<file path="config.mk">
export PLATFORM = sky130hd
export DESIGN_NAME = spq_cell
export DESIGN_NICKNAME = d
export VERILOG_FILES = /design/src/hdl/spq_pkg.sv /design/src/hdl/spq_cell.sv
export SDC_FILE = /design/constraint.sdc
export NUM_CORES = 1
export LEC_CHECK = 0
export BUFFER_PORTS_ARGS = -buffer_cell sky130_fd_sc_hd__buf_4
export CORE_MARGIN = 8
export CORE_UTILIZATION = 43
export DETAILED_ROUTE_END_ITERATION = 8
export PLACE_DENSITY = 0.79
export SLEW_MARGIN = 20
export SYNTH_ARGS = -nofsm -noshare
export SYNTH_HDL_FRONTEND = slang
export SYNTH_SLANG_ARGS = --single-unit
</file>
<file path="constraint.sdc">
create_clock -name clk -period 2.3 [get_ports clk]
set_input_delay 0.23 -clock clk [delete_from_list [all_inputs] [get_ports clk]]
set_output_delay 0.23 -clock clk [all_outputs]
set_load 0.01 [all_outputs]
</file>
<file path="src/hdl/spq_pkg.sv">
`timescale 1ns / 1ps

package spq_pkg;

	// Queue geometry
	localparam int DEPTH   = 64;
	localparam int KEY_W   = 32;
	localparam int CNT_W   = $clog2(DEPTH + 1);
	localparam int ENTRY_W = 7;
	localparam int OP_W    = 2;
	localparam int ST_W    = 2;

	// Operation codes of an input transaction
	localparam logic [OP_W-1:0] OP_PUSH   = 2'd0;
	localparam logic [OP_W-1:0] OP_POP    = 2'd1;
	localparam logic [OP_W-1:0] OP_MODIFY = 2'd2;

	// Result status codes
	localparam logic [ST_W-1:0] ST_OK       = 2'd0;
	localparam logic [ST_W-1:0] ST_FULL     = 2'd1;
	localparam logic [ST_W-1:0] ST_EMPTY    = 2'd2;
	localparam logic [ST_W-1:0] ST_NOTFOUND = 2'd3;

	// Commands broadcast to every cell of the row
	localparam logic [1:0] CMD_NOP    = 2'd0;
	localparam logic [1:0] CMD_PUSH   = 2'd1;
	localparam logic [1:0] CMD_POP    = 2'd2;
	localparam logic [1:0] CMD_REMOVE = 2'd3;

	typedef logic signed [KEY_W-1:0] key_t;

	typedef struct packed {
		logic [1:0] code;
		key_t       key;
	} cell_cmd_t;

	// What a cell shows to its neighbors
	typedef struct packed {
		key_t key;
		logic valid;
		logic gt;
	} cell_link_t;

endpackage

</file>
<file path="src/hdl/spq_cell.sv">
`timescale 1ns / 1ps

module spq_cell (
	input  logic                   clk,
	input  logic                   arst_n,
	input  spq_pkg::cell_cmd_t     cmd,
	input  spq_pkg::cell_link_t    left,
	input  spq_pkg::cell_link_t    right,
	output spq_pkg::cell_link_t    link,
	output logic                   eq,
	output spq_pkg::key_t          nxt_key,
	output logic                   nxt_valid
);

	spq_pkg::key_t key_q;
	logic          valid_q;
	logic          gt;

	// Compare the held key against the broadcast key
	assign gt = valid_q && ($signed(key_q) > $signed(cmd.key));
	assign eq = valid_q && (key_q == cmd.key);

	assign link.key   = key_q;
	assign link.valid = valid_q;
	assign link.gt    = gt;

	// Keep, take the broadcast key, or shift from a neighbor
	always_comb begin
		nxt_key   = key_q;
		nxt_valid = valid_q;
		case (cmd.code)
			spq_pkg::CMD_PUSH: begin
				if (!gt) begin
					if (left.gt) begin
						nxt_key   = cmd.key;
						nxt_valid = 1'b1;
					end else begin
						nxt_key   = left.key;
						nxt_valid = left.valid;
					end
				end
			end
			spq_pkg::CMD_POP: begin
				nxt_key   = right.key;
				nxt_valid = right.valid;
			end
			spq_pkg::CMD_REMOVE: begin
				if (!gt) begin
					nxt_key   = right.key;
					nxt_valid = right.valid;
				end
			end
			default: begin
				nxt_key   = key_q;
				nxt_valid = valid_q;
			end
		endcase
	end

	// Occupancy flag
	always_ff @(posedge clk or negedge arst_n) begin
		if (!arst_n) begin
			valid_q <= 1'b0;
		end else begin
			valid_q <= nxt_valid;
		end
	end

	// Key storage
	always_ff @(posedge clk) begin
		key_q <= nxt_key;
	end

endmodule

</file>
==> impl_metrics.toml <==
[status]
status = "complete, but fails checks"
violations = "setup timing"

[clock_tree]
clk_path_buf_depth = 2
h-tree-depth = 2
clk_latency_ns = 0.31
cts_buffers = 5
clk_pin_slew_ns = 0.08
root_buffer = "clkbuf_8"
cts.sinks = 33
cts_tree = "built"

[worst_setup_path]
reg2reg_depth = 11
cp-start-kind = "register"
r2r-end = "key_q[26]"
crit_path_start = "key_q[8]"
rrSetupSlack_ns = -0.81
setup.worst_path.end = "nxt_key[26]"
critPathSlowestCell = "dfxtp_2"
cp_slowest_stage_delay_ns = 0.36
cp_max_fo = 8
crit_top_cell = "buf_4"
cp_num_cells = 12
critPathKind = "register to primary output"
crit_chain = "ha_1 -> nand4_1 -> buf_4 -> nor4_4 -> o21ai_2 -> a31oi_4 -> o2111a_2 -> buf_8 -> buf_4 -> o21ai_1 -> a31oi_2 -> buf_4"
rr_startpoint = "key_q[1]"
crit_required_ns = 2.07
arrival_ns = 3.32
cp_num_buf_inv = 4
worstSetupEndpointType = "primary output"
crit_family = "compound AO/OA/AOI/OAI gates"

[global_routing]
grt_usage = 0.3260
grt.busiest_layer = "met2"
overflow = 0
use_met2 = 0.5427
grt_pass1_vias = 5439
use_met1 = 0.3729
grt_max_degree = 68
antenna_found_initial = 0
grt_pass1_wl_um = 29630
met3_usage = 0.09927

[sta]
slew_violations = 0
period_share = 1.543
period_needed_ns = 3.548
rsz0062_at_grt = "true"
relSlewSlack = 0.4904
fmaxAchievable_ghz = 0.2819
hold_viol_final = 0
final.setup.worst_slack_ns = -1.248
tightest_slew_ns = 0.7643
skew_ns = 0.02245
setup_viol = 68

[die]
initial_utilization = 0.4441
coreArea_um2 = 7767
row_count = 32
io_pins = 172
die_h_um = 105.6
die-width_um = 105.6
die-area_um2 = 11140

[drt]
routed_wl_um = 27650
dr_total_vias = 6187
postRouteAntennaNets = 0
routedWlPerCell_um = 33.68
viasPerCell = 7.536
drc_errors = 0
drt_iter0_drc = 948
dr.pass1.iters = 6

[job]
max-cap-violations = 0

[synthesis]
yosysSeqAreaShare = 0.1930
synthTopCellsByArea = "dfxtp_1 19%, ha_1 12%, mux2i_1 9.3%, o41ai_1 7.6%, o211ai_1 7.0%"
ys_async_sr_fraction = 0.03030
synth-edff-count = 0
synth-seq-cells = 33
yosysTopAreaCell = "dfxtp_1"
synth_cells = 463
yosys_warnings = 0
synth_ff_type = "dfxtp_1"
yosys.cell_types.count = 41
syn_avg_cell_area_um2 = 7.450
synth.top_cell.area_share = 0.1857
synthesis.area_um2 = 3450
synthesis.nets = 599

[min_path]
min-delay-start = "right[1]"
hold_class = "input port to register"
min_path_cells = 3

[final_layout]
area_growth_pct = 118.2
n_antenna_cell = 0
num-fill-cells = 139
seq_area_um2 = 700.7
fin_nets = 854
design_area_um2 = 7526
multi_input_area_um2 = 3754
drive_above_1_share = 0.6314

[pwr]
power.leakage_nw = 3.373
power_density_nw_per_um2 = 1052
ir_drop_mv = 0.7039

[place]
post_dp_cell_area_um2 = 6020
place.gp.congestion = 0.8651
dp_slack_ns = -0.6716
post-dp-hpwl_um = 11620
port_buffers = 170
==> power by group <==
| part | switching, W | internal (W) |
|---|---|---|
| Combinational | 0.00323 | 0.00309 |
| Sequential | 0.000245 | 0.000837 |
| Clock | 0.000266 | 0.000245 |
==> how the worst min path moves through the flow <==
| stage | end | slack [ns] |
|---|---|---|
| detailed placement | valid_q | 0.006 |
| global placement | valid_q | 0.006 |
| finish | valid_q | 0.23 |
| CTS | valid_q | 0.23 |
| global route | valid_q | 0.23 |
| floorplan | valid_q | -0.07 |
==> stage by stage <==
stage                       util  total power, W  hold slack (ns)  TNS, ns  instances
after floorplan                -        0.003237         -0.06559   -7.776        463
after global placement    0.7750        0.004947         0.006196   -29.80        773
after detailed placement  0.7750        0.005076         0.006308   -33.63        773
after CTS                 0.8835        0.006355           0.2259   -35.43        803
after global routing      0.9689        0.008056           0.2307   -73.88        821
final                     0.9689        0.007916           0.2255   -59.62        821
==> per-layer routing <==
| metal | part of all wire | up-vias |
|---|---|---|
| met5 | 0 | - |
| met4 | 0.10 | 0 |
| met3 | 0.15 | 313 |
| met2 | 0.44 | 790 |
| met1 | 0.32 | 2814 |
| li1 | - | 2270 |
==> layout make-up <==
cell class	instances	area share
multi-input combinational	346	0.4988
timing repair buffer	296	0.3613
sequential	33	0.09310
inverter	36	0.01796
tap	102	0.01696
clock buffer	8	0.01197
==> tightest hold or removal path: stages <==
cell and delay [ns]:
buf_4 0.08, nand2_1 0.08, o311ai_4 0.09
==> flip-flops by register name (all words and copies together) (netlist names) <==
name     flops
key_q       32
valid_q      1
==> Yosys cell counts, drive strengths merged, types with 2 or more instances <==
| cell type | count |
|---|---|
| inv | 36 |
| nand2 | 43 |
| nor2 | 35 |
| clkbuf | 26 |
| o21ai | 36 |
| o41ai | 32 |
| a221oi | 2 |
| ha | 32 |
| nor4 | 2 |
| o211ai | 32 |
| mux2i | 32 |
| nand3 | 3 |
| a31oi | 33 |
| a21o | 3 |
| dfxtp | 32 |
| a21oi | 41 |
| nand4 | 5 |
| buf | 22 |
| and4 | 2 |
| o311ai | 2 |
==> kinds of logic after synthesis <==
| kind of cell | synth area share |
|---|---|
| AO/OA/AOI/OAI | 0.3616 |
| flip-flops | 0.1930 |
| multiplexers | 0.09286 |
| adder cells (fa/ha/maj) | 0.1161 |
| AND/OR/NAND/NOR | 0.1222 |
| buffers and inverters | 0.1143 |
==> placed cells by master (no fill, tap or decap), types with 3 or more instances in the layout <==
master	instances
clkbuf_16	8
dfxtp_2	22
nand3_1	3
o21ai_4	3
o41ai_4	31
nand4_1	4
mux2i_1	32
o211ai_1	32
nand2_1	39
buf_6	23
clkbuf_8	6
inv_1	35
dfxtp_1	8
buf_4	241
a21o_1	3
a21oi_2	3
ha_1	10
o21ai_1	10
buf_8	4
o21ai_0	10
ha_4	22
a21oi_1	37
nor2_1	33
a31oi_2	32
buf_12	14
o21ai_2	13
==> repair_timing <==
action / in CTS / in global routing
gates cloned: 6 / 10
resized for setup: 100 / 75
hold endpoints to repair: 1 / 0
hold buffers: 1 / 0
pin swaps: 33 / 27
buffers inserted: 18 / 18
endpoints found under the setup margin: 68 / 68
Note: power is estimated with default switching activity, not from simulation.
